==> src/rtl/nst_pkg.sv <==
`default_nettype none

package nst_pkg;

  // Field widths
  localparam int MODE_W  = 2;
  localparam int TIME_W  = 40;
  localparam int PITCH_W = 7;
  localparam int GRID_W  = 26;
  localparam int AMT_W   = 9;
  localparam int DELAY_W = 25;

  // Held-note storage geometry
  localparam int PITCH_COUNT = 128;
  localparam int HELD_DEPTH  = 4;
  localparam int PIDX_W      = (PITCH_COUNT > 1) ? $clog2(PITCH_COUNT) : 1;
  localparam int SLOT_W      = (HELD_DEPTH > 1) ? $clog2(HELD_DEPTH) : 1;
  localparam int CNT_W       = $clog2(HELD_DEPTH + 1);
  localparam int STORE_DEPTH = PITCH_COUNT * HELD_DEPTH;
  localparam int ADDR_W      = (STORE_DEPTH > 1) ? $clog2(STORE_DEPTH) : 1;

  // Swing delay = amount * grid / 768, done as >> 8 then serial / 3
  localparam int AMT_FULL    = 256;
  localparam int PROD_W      = AMT_W + GRID_W;
  localparam int FRAC_SHIFT  = 8;
  localparam int DIVISOR3    = 3;

  // Serial unit step counts
  localparam int DIV_STEPS   = TIME_W;
  localparam int DIV_CNT_W   = $clog2(DIV_STEPS);
  localparam int DIV3_STEPS  = GRID_W;
  localparam int DIV3_CNT_W  = $clog2(DIV3_STEPS);

  // Event kinds
  typedef logic [MODE_W-1:0] mode_t;
  localparam mode_t MODE_ON  = 2'd0;
  localparam mode_t MODE_OFF = 2'd1;

  // Configuration port
  localparam int CFG_ADDR_W = 3;
  localparam int CFG_DATA_W = 32;
  localparam logic REG_GRID  = 1'b0;
  localparam logic REG_SWING = 1'b1;
  localparam logic [GRID_W-1:0] GRID_RESET  = 26'd250000;
  localparam logic [AMT_W-1:0]  SWING_RESET = 9'd128;

  // Held-note FIFO command and status
  typedef struct packed {
    logic               push;
    logic               pop;
    logic [DELAY_W-1:0] delay;
  } fifo_cmd_t;

  typedef struct packed {
    logic full;
    logic empty;
  } fifo_stat_t;

endpackage

`default_nettype wire

==> src/rtl/nst_div3.sv <==
`default_nettype none

// Serial divide by three, one bit per cycle with a two-bit remainder.
module nst_div3 (
  input  wire logic                         clk,
  input  wire logic                         rst_n,
  input  wire logic                         start,
  input  wire logic [nst_pkg::GRID_W-1:0]   value,
  output logic      [nst_pkg::DELAY_W-1:0]  quo
);

  logic [nst_pkg::GRID_W-1:0]     sh_r;
  logic [1:0]                     rem_r, rem_nxt;
  logic [nst_pkg::DELAY_W-1:0]    quo_r;
  logic [nst_pkg::DIV3_CNT_W-1:0] cnt_r;
  logic                           busy_r;
  logic [2:0]                     x, xd;
  logic                           ge;

  // One digit step
  always_comb begin
    x       = {rem_r, sh_r[nst_pkg::GRID_W-1]};
    ge      = x >= 3'(nst_pkg::DIVISOR3);
    xd      = x - 3'(nst_pkg::DIVISOR3);
    rem_nxt = ge ? xd[1:0] : x[1:0];
  end

  // Step control
  always_ff @(posedge clk) begin
    if (!rst_n) begin
      busy_r <= 1'b0;
      cnt_r  <= '0;
    end else if (start) begin
      busy_r <= 1'b1;
      cnt_r  <= '0;
    end else if (busy_r) begin
      cnt_r <= cnt_r + 1'b1;
      if (cnt_r == nst_pkg::DIV3_CNT_W'(nst_pkg::DIV3_STEPS - 1)) begin
        busy_r <= 1'b0;
      end
    end
  end

  // Quotient shifts in at the LSB, MSB first; top bit of a 26-bit / 3 is always zero
  always_ff @(posedge clk) begin
    if (start) begin
      sh_r  <= value;
      rem_r <= '0;
      quo_r <= '0;
    end else if (busy_r) begin
      sh_r  <= {sh_r[nst_pkg::GRID_W-2:0], 1'b0};
      rem_r <= rem_nxt;
      quo_r <= {quo_r[nst_pkg::DELAY_W-2:0], ge};
    end
  end

  assign quo = quo_r;

endmodule

`default_nettype wire

==> config.mk <==
export PLATFORM = sky130hd
export DESIGN_NAME = nst_div3
export DESIGN_NICKNAME = d
export VERILOG_FILES = /design/src/rtl/nst_pkg.sv /design/src/rtl/nst_div3.sv
export SDC_FILE = /design/constraint.sdc
export NUM_CORES = 1
export LEC_CHECK = 0
export BUFFER_PORTS_ARGS = -buffer_cell sky130_fd_sc_hd__buf_4
export CAP_MARGIN = 25
export CELL_PAD_IN_SITES_DETAIL_PLACEMENT = 2
export CELL_PAD_IN_SITES_GLOBAL_PLACEMENT = 2
export CORE_MARGIN = 2
export CORE_UTILIZATION = 32
export DETAILED_ROUTE_END_ITERATION = 8
export PLACE_DENSITY_LB_ADDON = 0.1
export SYNTH_ARGS = -nofsm -noshare
export SYNTH_HDL_FRONTEND = slang
export SYNTH_SLANG_ARGS = --single-unit
==> constraint.sdc <==
create_clock -name clk -period 1.5 [get_ports clk]
set_clock_uncertainty 0.2 [all_clocks]
set_input_delay 0.075 -clock clk [delete_from_list [all_inputs] [get_ports clk]]
set_output_delay 0.075 -clock clk [all_outputs]
set_load 0.01 [all_outputs]
Yosys cells after proc, flatten, opt, wreduce, memory -nomap -nowiden:

Index checks and enable logic that the tools add are counted.

* register bits: 59
* input port bits: 29
* output and inout bits: 25
* logic and storage cells: 18

* add/subtract/negate cells: 2
* magnitude comparators: 1
* equality and inequality tests: 1
* mux-type cells: 6
* bitwise operators: 1
* reduce and logical (&&, ||, !) cells: 2

Operators with widths (number)
* two-way mux 26 bit: 2
* adder 5 x 1 -> 5 bit, second input constant: 1
* == test 5 bit, second input constant: 1
* greater-or-equal comparator 3 x 2 -> 1 bit, second input constant: 1
* two-way mux 1 bit: 3
* two-way mux 2 bit: 1
* nonzero test 2 bit: 1
* OR reduction 2 bit: 1
* subtractor 2 bit, second input constant: 1
* inverter 1 bit: 1

Longest topological paths before layout:

* depth after elaboration: 4
* depth in mapped cells: 5
* gate-level depth less buffers: 5

Worst setup path after synthesis:

No wires, ideal clock.

* path kind: flip-flop to flip-flop
* start point: register busy_r
* end point: register sh_r[0] (netlist name) (enable)
* setup time: 0.364 ns
* data arrival time: 1.130 ns
* required time: 0.936 ns
* slack: -0.194 ns
* cell stages (with the launch flop): 4
* buffers on the path: 2
* period minus slack after synthesis: 1.694 ns
* cells stage by stage: dfxtp_1 > buf_2 > buf_2 > or2_2

* cells in the longest elaborated chain, start to end: 1

RTL lines
* from (decl): RTL line nst_div3.sv:16 `logic busy_r;`
* from (signal assigned): RTL line nst_div3.sv:31 `busy_r <= 1'b0;`
* from (signal assigned): RTL line nst_div3.sv:34 `busy_r <= 1'b1;`
* from (signal assigned): RTL line nst_div3.sv:39 `busy_r <= 1'b0;`
* nonzero test 2 bit (no source line)
* to (signal assigned): RTL line nst_div3.sv:47 `sh_r <= value;`
* to (signal assigned): RTL line nst_div3.sv:51 `sh_r <= {sh_r[nst_pkg::GRID_W-2:0], 1'b0};`
* to (decl): RTL line nst_div3.sv:12 `logic [nst_pkg::GRID_W-1:0] sh_r;`

Every way passes these cells.
A chain may end at the register's enable or synchronous reset.

Worst setup path after layout:

* start point: register sh_r[25] (netlist name)
* end point: register rem_r[0]

* cells in the longest elaborated chain, start to end: 2
* elaborated cells on any way between the ends: 3
* those cells by class: add/sub (1); order compare (1); mux (1)

RTL lines
* greater-or-equal comparator 3 x 2 -> 1 bit or subtractor 2 bit (tied branches): RTL line nst_div3.sv:23, nst_div3.sv:24
* two-way mux 2 bit *: RTL line nst_div3.sv:25 `rem_nxt = ge ? xd[1:0] : x[1:0];`
* to (signal assigned): RTL line nst_div3.sv:52 `rem_r <= rem_nxt;`
* to (decl): RTL line nst_div3.sv:13 `logic [1:0] rem_r, rem_nxt;`

Mark *: on every way between the ends. The rest lies on a longest branch, timed or not.

==> impl_metrics.yaml <==
setup_path:
  critPathTopFamily: "simple AND/OR/NAND/NOR gates"
  crit_cells: 3
  cp.arrival_ps: 1680
  setup.worst_path.end_class: "flip-flop"
  crit_buf_inv: 0
  required_ps: 1540
  r2r_cells: 3
  critical_path_class: "reg2reg"
  worstPathMaxFanout: 2
  cp-startpoint: "sh_r[25]$_DFFE_PP_"
  critPathMaxStageDelay_ps: 480
  r2r_slack_ps: -140
  reg2reg_to: "rem_r[0]$_SDFFE_PP0P_"
  setup.worst_path.start_class: "flip-flop"
  critPathSlowestCell: "or4b_1"
  cp-endpoint: "rem_r[0]$_SDFFE_PP0P_"
  crit_chain: "ha_2 > or4b_1 > a311oi_2"
  r2r-start: "sh_r[25]$_DFFE_PP_"
global_routing:
  first_global_vias: 1776
  grt_max_degree: 30
  grt_pass1_wl_mm: 8.645
  grt-ovfl-total: 0
  antenna_found_initial: 0
  grt_usage_pct: 14.51
placed_design:
  gp_congestion: 0.6596
  dpl_cell_area_mm2: 0.002883
  io_buffer_count: 53
  dp_hpwl_mm: 3.512
detailed_routing:
  wl_per_cell_um: 14.78
  drt_iter0_drc: 50
  routed_wl_mm: 5.497
  via_count: 1682
  vias_per_cell: 4.522
  drc: 0
  detail-route-antenna-nets: 0
  dr.pass1.iters: 4
floorplan:
  fp-row-count: 31
  start_util_pct: 32.71
  io_pins: 54
  dieArea_mm2: 0.008036
  fp.dieW_um: 89.65
  die_h_um: 89.65
  coreArea_mm2: 0.007176
logic_synthesis:
  yosys_warnings: 0
  synth_common_cells: "dfxtp_1 (33), nor2_1 (32), edfxtp_1 (26)"
  seq_area_frac_synth_pct: 61.41
  synthFlopType: "dfxtp_1"
  synth-edff-count: 26
  synth.distinct_cells: 26
  syn_area_per_cell_um2: 13.26
  synth_seq_cells: 59
  netlist_area_mm2: 0.002347
  yosysTopAreaCell: "edfxtp_1"
  synth.top_cells.by_area: "edfxtp_1 (33%), dfxtp_1 (28%), mux2_2 (12%)"
  ys_async_sr_fraction_pct: 0
  synth_most_common_cell: "dfxtp_1"
  synth_top_area_share_pct: 33.26
  syn_nets: 209
  syn_inst: 177
hold_path:
  min_path_type: "in2reg"
run_status:
  violations: "setup timing"
  status: "finished with violations"
timing:
  period_share_pct: 109.2
  fin_crit_ps: 1638
  max_slew_margin_pct: 75.82
  fin_ws_ps: -137.5
  hold_viol_final: 0
  tightest_slew_ps: 362.7
  setup_viol: 1
  max_freq_mhz: 610.7
  rsz0062_at_grt: "true"
  slew_viol_final: 0
cts:
  clkSlewWorstSetupHoldPaths_ps: 70
  cts_buffers: 9
  htreeDepth: 3
  cts_max_path_buffers: 2
  clock-sinks: 59
  cts-root-buf: "clkbuf_8"
  clk_latency_ps: 330
  cts_tree: "done"
pwr:
  p_leak_uw: 0.001381
  ir_drop_mv: 0.5594
  power_density_mw_per_mm2: 1036
  power_uw: 3497
cells_and_area:
  num_antenna_cells: 0
  nets: 300
  fin_area_mm2: 0.003374
  drive_above_1_share_pct: 39.93
  area.growth.synth_to_final_pct: 43.76
job:
  max_cap_violations: 0
[layout make-up]
cell class,instances,area [µm²]
clock buffer,13,158.9
clock inverter,3,15.01
fill,708,3801
inverter,1,3.754
multi-input combinational,107,883.3
sequential,59,1443
tap,99,123.9
timing repair buffer,90,747.0
[cell families after synthesis]
logic type	Yosys count	synth area share [%]
AOI/OAI and AO/OA	7	2.452
DFF	59	61.41
and+or+nand+nor	44	8.423
xor gates and xnor gates	4	1.493
adders and majority gates	3	1.599
buffers and inverters	11	2.399
muxes	49	22.23
[how the worst min path moves through the flow]
stage / slack (ps) / cells after the start / end / start
2_1_floorplan: 3 / 1 / busy_r$_SDFF_PN0_ / rst_n
3_3_place_gp: 130 / 2 / busy_r$_SDFF_PN0_ / rst_n
3_5_place_dp: 140 / 2 / busy_r$_SDFF_PN0_ / rst_n
4_1_cts: 30 / 3 / busy_r$_SDFF_PN0_ / start
5_1_grt: 50 / 3 / busy_r$_SDFF_PN0_ / start
6_report: 40 / 3 / busy_r$_SDFF_PN0_ / start
[worst register-to-register path: stages, from the launching register on]
cell,delay [ps]
edfxtp_1,410
ha_2,210
or4b_1,480
a311oi_2,260
[flip-flops by register name (all words and copies together), names as in the netlist]
signal	count
sh_r	26
quo	25
rem_r	2
busy_r	1
cnt_r	5
[timing repair]
action / in CTS / in global routing
hold buffers: 27 / 0
resized for setup: 0 / 6
pin swaps: 0 / 3
endpoints found under the hold margin: 32 / 0
setup endpoints to repair: 1 / 3
setup buffers: 0 / 2
[metal layers]
metal	share of wire, %	up-vias	track usage, %
met4	1.1	0	6.513
met3	4.0	6	3.839
li1	-	817	-
met5	0	-	0
met1	40	819	16.48
met2	55	40	25.47
[through the flow]
step | setup slack [ps] | std cells | hold slack [ps] | utilization [%] | setup TNS, ps
floorplan | -103.3 | 177 | 3.167 | - | -1352
global placement | -44.59 | 327 | 129.3 | 40.17 | -44.59
detailed placement | -116.6 | 327 | 135.1 | 40.17 | -116.6
CTS | -131.3 | 370 | 32.36 | 46.36 | -131.3
global route | -163.3 | 372 | 49.14 | 47.03 | -308.2
finish | -137.5 | 372 | 40.51 | 47.03 | -137.5
[report_power, final]
| part | switching (µW) | internal [µW] |
|---|---|---|
| combinational | 157 | 231 |
| clock | 604 | 683 |
| sequential | 37.7 | 1780 |
| total | 798 | 2700 |
[placed cells by master, fill, tap and decap left out, drive strengths merged]
master | netlist | layout
buf | 10 | 63
a311oi | 1 | 1
nor2 | 32 | 32
dfxtp | 33 | 33
or4b | 1 | 1
dlygate4sd3 | 0 | 27
edfxtp | 26 | 26
nand4b | 1 | 1
nor2b | 1 | 1
a21oi | 1 | 1
xnor2 | 1 | 1
clkbuf | 0 | 13
nand4 | 2 | 2
o21a | 1 | 1
mux2i | 24 | 24
nor3b | 1 | 1
nor3 | 2 | 2
a211oi | 3 | 3
or2 | 1 | 1
nand2 | 1 | 1
ha | 3 | 3
inv | 1 | 1
xor2 | 3 | 3
and2 | 1 | 1
mux2 | 25 | 25
o21bai | 1 | 1
nand2b | 1 | 1
clkinv | 0 | 3
No activity file was read; power rests on OpenSTA's default activity.
