$ cat src/rtl/nst_pkg.sv
`default_nettype none

package nst_pkg;

  // Field widths
  localparam int MODE_W  = 2;
  localparam int TIME_W  = 40;
  localparam int PITCH_W = 7;
  localparam int GRID_W  = 26;
  localparam int AMT_W   = 9;
  localparam int DELAY_W = 25;

  // Held-note storage geometry
  localparam int PITCH_COUNT = 128;
  localparam int HELD_DEPTH  = 4;
  localparam int PIDX_W      = (PITCH_COUNT > 1) ? $clog2(PITCH_COUNT) : 1;
  localparam int SLOT_W      = (HELD_DEPTH > 1) ? $clog2(HELD_DEPTH) : 1;
  localparam int CNT_W       = $clog2(HELD_DEPTH + 1);
  localparam int STORE_DEPTH = PITCH_COUNT * HELD_DEPTH;
  localparam int ADDR_W      = (STORE_DEPTH > 1) ? $clog2(STORE_DEPTH) : 1;

  // Swing delay = amount * grid / 768, done as >> 8 then serial / 3
  localparam int AMT_FULL    = 256;
  localparam int PROD_W      = AMT_W + GRID_W;
  localparam int FRAC_SHIFT  = 8;
  localparam int DIVISOR3    = 3;

  // Serial unit step counts
  localparam int DIV_STEPS   = TIME_W;
  localparam int DIV_CNT_W   = $clog2(DIV_STEPS);
  localparam int DIV3_STEPS  = GRID_W;
  localparam int DIV3_CNT_W  = $clog2(DIV3_STEPS);

  // Event kinds
  typedef logic [MODE_W-1:0] mode_t;
  localparam mode_t MODE_ON  = 2'd0;
  localparam mode_t MODE_OFF = 2'd1;

  // Configuration port
  localparam int CFG_ADDR_W = 3;
  localparam int CFG_DATA_W = 32;
  localparam logic REG_GRID  = 1'b0;
  localparam logic REG_SWING = 1'b1;
  localparam logic [GRID_W-1:0] GRID_RESET  = 26'd250000;
  localparam logic [AMT_W-1:0]  SWING_RESET = 9'd128;

  // Held-note FIFO command and status
  typedef struct packed {
    logic               push;
    logic               pop;
    logic [DELAY_W-1:0] delay;
  } fifo_cmd_t;

  typedef struct packed {
    logic full;
    logic empty;
  } fifo_stat_t;

endpackage

`default_nettype wire

$ cat src/rtl/nst_div.sv
`default_nettype none

// Restoring divider, one quotient bit per cycle, MSB first.
// Keeps only the remainder and the parity of the quotient.
module nst_div (
  input  wire logic                        clk,
  input  wire logic                        rst_n,
  input  wire logic                        start,
  input  wire logic [nst_pkg::TIME_W-1:0]  dividend,
  input  wire logic [nst_pkg::GRID_W-1:0]  divisor,
  output logic      [nst_pkg::GRID_W-1:0]  rem,
  output logic                             q_odd,
  output logic                             done
);

  logic [nst_pkg::TIME_W-1:0]    dvd_r;
  logic [nst_pkg::GRID_W-1:0]    rem_r, rem_nxt;
  logic                          q_odd_r;
  logic [nst_pkg::DIV_CNT_W-1:0] cnt_r;
  logic                          busy_r, done_r;
  logic [nst_pkg::GRID_W:0]      trial, diff;
  logic                          ge;

  // One trial subtraction
  always_comb begin
    trial   = {rem_r, dvd_r[nst_pkg::TIME_W-1]};
    ge      = trial >= {1'b0, divisor};
    diff    = trial - {1'b0, divisor};
    rem_nxt = ge ? diff[nst_pkg::GRID_W-1:0] : trial[nst_pkg::GRID_W-1:0];
  end

  // Step control
  always_ff @(posedge clk) begin
    if (!rst_n) begin
      busy_r <= 1'b0;
      done_r <= 1'b0;
      cnt_r  <= '0;
    end else begin
      done_r <= 1'b0;
      if (start) begin
        busy_r <= 1'b1;
        cnt_r  <= '0;
      end else if (busy_r) begin
        cnt_r <= cnt_r + 1'b1;
        if (cnt_r == nst_pkg::DIV_CNT_W'(nst_pkg::DIV_STEPS - 1)) begin
          busy_r <= 1'b0;
          done_r <= 1'b1;
        end
      end
    end
  end

  // Datapath shift registers
  always_ff @(posedge clk) begin
    if (start) begin
      dvd_r <= dividend;
      rem_r <= '0;
    end else if (busy_r) begin
      dvd_r   <= {dvd_r[nst_pkg::TIME_W-2:0], 1'b0};
      rem_r   <= rem_nxt;
      q_odd_r <= ge;
    end
  end

  assign rem   = rem_r;
  assign q_odd = q_odd_r;
  assign done  = done_r;

endmodule

`default_nettype wire

$ cat config.mk
export PLATFORM = sky130hd
export DESIGN_NAME = nst_div
export DESIGN_NICKNAME = d
export VERILOG_FILES = /design/src/rtl/nst_pkg.sv /design/src/rtl/nst_div.sv
export SDC_FILE = /design/constraint.sdc
export NUM_CORES = 1
export LEC_CHECK = 0
export BUFFER_PORTS_ARGS = -buffer_cell sky130_fd_sc_hd__buf_2
export CORE_MARGIN = 4
export CORE_UTILIZATION = 27
export CTS_CLUSTER_DIAMETER = 40
export CTS_CLUSTER_SIZE = 40
export DETAILED_ROUTE_END_ITERATION = 10
export PLACE_DENSITY = 0.46
export SLEW_MARGIN = 20
export SYNTH_ARGS = -nofsm -noshare
export SYNTH_HDL_FRONTEND = slang
export SYNTH_SLANG_ARGS = --single-unit
$ cat constraint.sdc
create_clock -name clk -period 3.6 [get_ports clk]
set_clock_uncertainty 0.1 [all_clocks]
set_input_delay 0.36 -clock clk [delete_from_list [all_inputs] [get_ports clk]]
set_output_delay 0.36 -clock clk [all_outputs]
set_load 0.005 [all_outputs]
Word-level counts from Yosys, hierarchy flattened
Cells that the tools add are included.
- logic and storage cells: 24
- output and inout bits: 28
- register bits after elaboration: 75
- input bits: 69
- bits in latches: 0
- bits in read-only memories: 0
- bits in writable memories: 0
- memories: 0
- reductions and logical operators: 4
- bitwise logic cells: 3
- muxes and demuxes: 7
- eq/ne operators: 1
- magnitude comparators: 1
- div/mod/pow operators: 0
- shift-type cells: 0
- $mul: 0
- add/sub/neg operators: 2
- operators by type and width (operator ; count):
    $mux W40 ; 2
    $ge A27 B26 Y1 ; 1
    $mux W26 ; 1
    $sub A26 B26 Y26 ; 1
    $add A6 B1 Y6 const B ; 1
    $eq A6 B6 Y1 const B ; 1
    $mux W1 ; 4
    $not A1 Y1 ; 3
    $reduce_or A3 Y1 ; 1
    $reduce_and A2 Y1 ; 1
    $reduce_bool A2 Y1 ; 1
    $reduce_or A2 Y1 ; 1

Logic depth before layout (Yosys ltp)
- depth after elaboration: 4
- mapped depth: 13
- depth with buffers taken out: 12

Least setup slack after synthesis
OpenSTA, ideal clock, no wires.
- kind: register -> register
- start: reg dvd_r[39] (netlist bit)
- end: reg rem_r, in the netlist rem[22]
- path slack: 0.933 ns
- path buffers: 0
- period minus slack after synthesis: 2.667 ns
- setup time: 0.088 ns
- data required time: 3.412 ns
- data arrival time: 2.479 ns
- cell stages (with the launch flop): 13
- cells stage by stage: edfxtp_1 inv_1 ha_1 inv_1 fa_1 a211oi_1 o211ai_2 nand3_1 nand3_1 o2111ai_1 mux2i_1 o21ai_2 a311oi_2
- cells in the longest elaborated chain, start to end: 2
- elaborated cells between the ends (all ways): 3
- those cells by class: add/sub: 1; order compare: 1; mux: 1
- ends and longest elaborated chain (what ; RTL line ; source):
    start, declared ; nst_div.sv:16 ; logic [nst_pkg::TIME_W-1:0] dvd_r;
    start signal, assigned ; nst_div.sv:56 ; dvd_r <= dividend;
    start signal, assigned ; nst_div.sv:59 ; dvd_r <= {dvd_r[nst_pkg::TIME_W-2:0], 1'b0};
    $sub A26 B26 Y26 or $ge A27 B26 Y1 (tied branches) ; nst_div.sv:28, nst_div.sv:27 ;
    $mux W26 (*) ; nst_div.sv:29 ; rem_nxt = ge ? diff[nst_pkg::GRID_W-1:0] : trial[nst_pkg::GRID_W-1:0];
    end signal, assigned ; nst_div.sv:60 ; rem_r <= rem_nxt;
    end, declared ; nst_div.sv:17 ; logic [nst_pkg::GRID_W-1:0] rem_r, rem_nxt;
Every way passes the cells marked *; elsewhere a longest branch is shown, timed or not.
A chain may end at the register's enable or synchronous reset.

Worst setup path in the final report
Same ends and word-level chain as after synthesis.

==> results_dict.tcl <==
set metrics [dict create \
    worstPathBufferInverterCount 2 \
    nets 676 \
    floorplan.die.height_um 143 \
    num_vias 3890 \
    dp_cells 797 \
    cts_tree "built" \
    pin_count_of_the_biggest_net_entering_global_routing 51 \
    dr.first_iter.drc_count 217 \
    ys_types 71 \
    rsz_0062_raised_after_global_routing "no" \
    die_x_um 143 \
    critical_path.cell_chain "inv_1 -> ha_1 -> inv_1 -> fa_1 -> a211oi_1 -> o211ai_2 -> nand3_1 -> nand3_1 -> o2111ai_1 -> mux2i_1 -> o21ai_2 -> a311oi_2" \
    r2r-start "dvd_r[39]$_DFFE_PP_" \
    multiInputGateArea_mm2 0.00275 \
    grt_pass1_vias 3935 \
    cp_data_required_time_ns 3.76 \
    asyncSetResetFlopFracSynth_pct 0 \
    arrival_ns 3.09 \
    route.detailed.vias_per_inst 4.78 \
    timing.rr.end "rem[22]$_SDFFE_PP0P_" \
    maxCapViolCount 0 \
    run_status "completed" \
    place.detailed.hpwl_um 9410 \
    cts_setup_buffers 0 \
    clock-root-buffer "clkbuf_16" \
    placement.io_buffers 96 \
    hold_end "done$_SDFF_PP0_" \
    final_max_slew_viol_count 0 \
    timing.max_slew.rel_slack_pct 36.9 \
    timing.critical_path.from_type "register" \
    min_path_type "input pin to register" \
    slowest_cp_cell "fa_1" \
    post_drt_wl_per_cell_um 15.6 \
    grt_util_all_layers_pct 12.4 \
    timing_worst_setup_path_type "register to register" \
    globalplace.congestion 0.835 \
    min-delay-start "rst_n" \
    clock.fmax_mhz 341 \
    clk_transition_reported_paths_ns 0.06 \
    yosys_warnings 0 \
    design.portCount 97 \
    detail_route.drc_violations 0 \
    number_of_h_tree_levels 3 \
    timing.final.hold_violations 0 \
    nFillCells 1859 \
    setup_viol 0 \
    final.period_utilization_pct 81.4 \
    number_of_synthesized_register_bits 75 \
    clk_latency_ns 0.34 \
    layout_common_cells "96 x buf_2, 42 x nand2_1, 41 x nor2_1, 41 x edfxtp_1, 39 x mux2_2" \
    setup_slack_ns 0.670 \
    non_filler_cells_final 813 \
    sequential_cell_area_mm2 0.00191 \
    ys_dominant_reg_cell "edfxtp_1" \
    core-area_mm2 0.0180 \
    worst_pin_slew_ns 0.944 \
    avgSynthCellArea_um2 10.0 \
    flow.area_growth_from_synthesis_pct 19.2 \
    cp.depth 12 \
    worst_ir_drop_vdd_mv 0.222 \
    maximum_cell_stage_delay_along_the_critical_path_ns 0.42 \
    pre_cts_ws_ns 0.624 \
    synth.net_count 589 \
    synth_edf_count 41 \
    crit_family "compound AO/OA/AOI/OAI gates" \
    die_area_mm2 0.0205 \
    fp-row-count 49 \
    effective_utilization_at_floorplan_pct 27.4 \
    route.final.wire_length_um 12600 \
    globalRoute.totalOverflow 0 \
    end_kind "register" \
    worst_hold_path.num_cells 3 \
    finalWorstPathRequiredPeriod_ns 2.93 \
    layout_commonest_cell "buf_2" \
    syn_inst 492 \
    antenna_cells_inserted 0 \
    pwr_density_cell_mw_per_mm2 413 \
    cts_hold_buffers 0 \
    worst-path-max-fanout 3 \
    power.leakage_nw 2.54 \
    worst-r2r-setup-slack_ns 0.67 \
    numCtsBuffers 9 \
    first_pass_iters 4 \
    ant_nets 0 \
    cts_num_sinks 75 \
    synth_seq_area_share_pct 38.8 \
    finalSetupTns_ns 0 \
    total_power_mw 2.43 \
    clockBufferDepth 2 \
    antenna_found_initial 0 \
    timing.reg2reg.worst_path_depth 12 \
    grt_first_pass_wirelength_um 20100 \
    syn-cell-area_mm2 0.00493 \
    cts.repair.resized 0 \
    layout-drive-gt1-share_pct 32.7 \
    final_core_utilization_pct 32.7 \
]
-- worst max-delay path by stage --
stage	end	start	slack [ns]
2_1_floorplan	rem[22]$_SDFFE_PP0P_	dvd_r[39]$_DFFE_PP_	0.93
3_3_place_gp	rem[22]$_SDFFE_PP0P_	divisor[0]	0.70
3_5_place_dp	rem[10]$_SDFFE_PP0P_	divisor[1]	0.62
4_1_cts	rem[22]$_SDFFE_PP0P_	dvd_r[39]$_DFFE_PP_	0.64
5_1_grt	rem[22]$_SDFFE_PP0P_	dvd_r[39]$_DFFE_PP_	0.43
6_report	rem[22]$_SDFFE_PP0P_	dvd_r[39]$_DFFE_PP_	0.67
-- metal layers --
layer	wire length, um	vias up	part of all wire, %	GRT usage, %
met2	6100	66	48	19.6
met4	160	0	1.3	4.25
met3	518	9	4.1	2.68
met5	0	-	0	0
met1	5870	1858	46	16.8
li1	-	1957	-	-
-- per-stage QoR --
| step | hold WS (ns) | area, um^2 |
|---|---|---|
| floorplan | 0.353 | 4930 |
| global placement | 0.368 | 5580 |
| detailed placement | 0.375 | 5580 |
| CTS | 0.156 | 5870 |
| global route | 0.189 | 5870 |
| finish | 0.176 | 5870 |
-- registers in the layout (all words and copies together) (netlist names) --
name    flops
busy_r      1
cnt_r       6
done        1
dvd_r      40
q_odd       1
rem        26
-- where the power goes --
group / internal (mW) / switching [mW] / leakage, nW
Sequential: 0.982 / 0.0346 / 0.690
Combinational: 0.222 / 0.271 / 1.72
Clock: 0.537 / 0.381 / 0.133
-- worst register-to-register path: cells and delay by family, from the launching register on --
kind / cells / cell delay (ns)
mux: 1 / 0.25
buf+inv: 2 / 0.14
simple gates: 2 / 0.23
flops: 1 / 0.40
fa+ha+maj: 2 / 0.63
compound gates: 5 / 1.09
-- layout make-up --
type,count,share of cell area (%)
multi-input cells,362,46.8
flip-flops and latches,75,32.5
repair buffers,100,8.69
well taps,229,4.88
clock buffers,10,3.90
inverters,31,2.11
clock inverters,6,1.11
-- cell families after synthesis --
logic type | Yosys count | synth area share, %
buffers and inverters | 55 | 5.48
DFF | 75 | 38.8
xor gates and xnor gates | 22 | 3.91
AOI/OAI and AO/OA | 114 | 18.5
and+or+nand+nor | 149 | 15.2
muxes | 49 | 10.9
adders and majority gates | 28 | 7.26
-- cells in the mapped netlist (3+ instances only) --
master     n  area, um^2
nand2b_1   8        50.1
buf_1      5        18.8
nor2_1    41         154
a21oi_1   22         110
xnor2_1   13         114
a211oi_1   4        30.0
and3_1     3        18.8
nor3_1     4        20.0
edfxtp_1  41        1230
xor2_1     9        78.8
a311oi_2  12         180
mux2_2    39         439
inv_1     29         109
buf_2      4        20.0
nand3_1   10        50.1
and2_1     8        50.1
o21ai_0   12        60.1
o21a_1     5        37.5
nand4_1    6        37.5
a211o_1    4        35.0
o21ai_2    3        26.3
nand2_1   42         158
ha_1      27         338
o21bai_1   3        22.5
mux2i_1   10         100
dfxtp_1   34         681
nand2_2    9        56.3
clkbuf_1  11        41.3
o21ai_1    9        45.0
a21o_1    14         105
(Power assumes the default switching activity.)
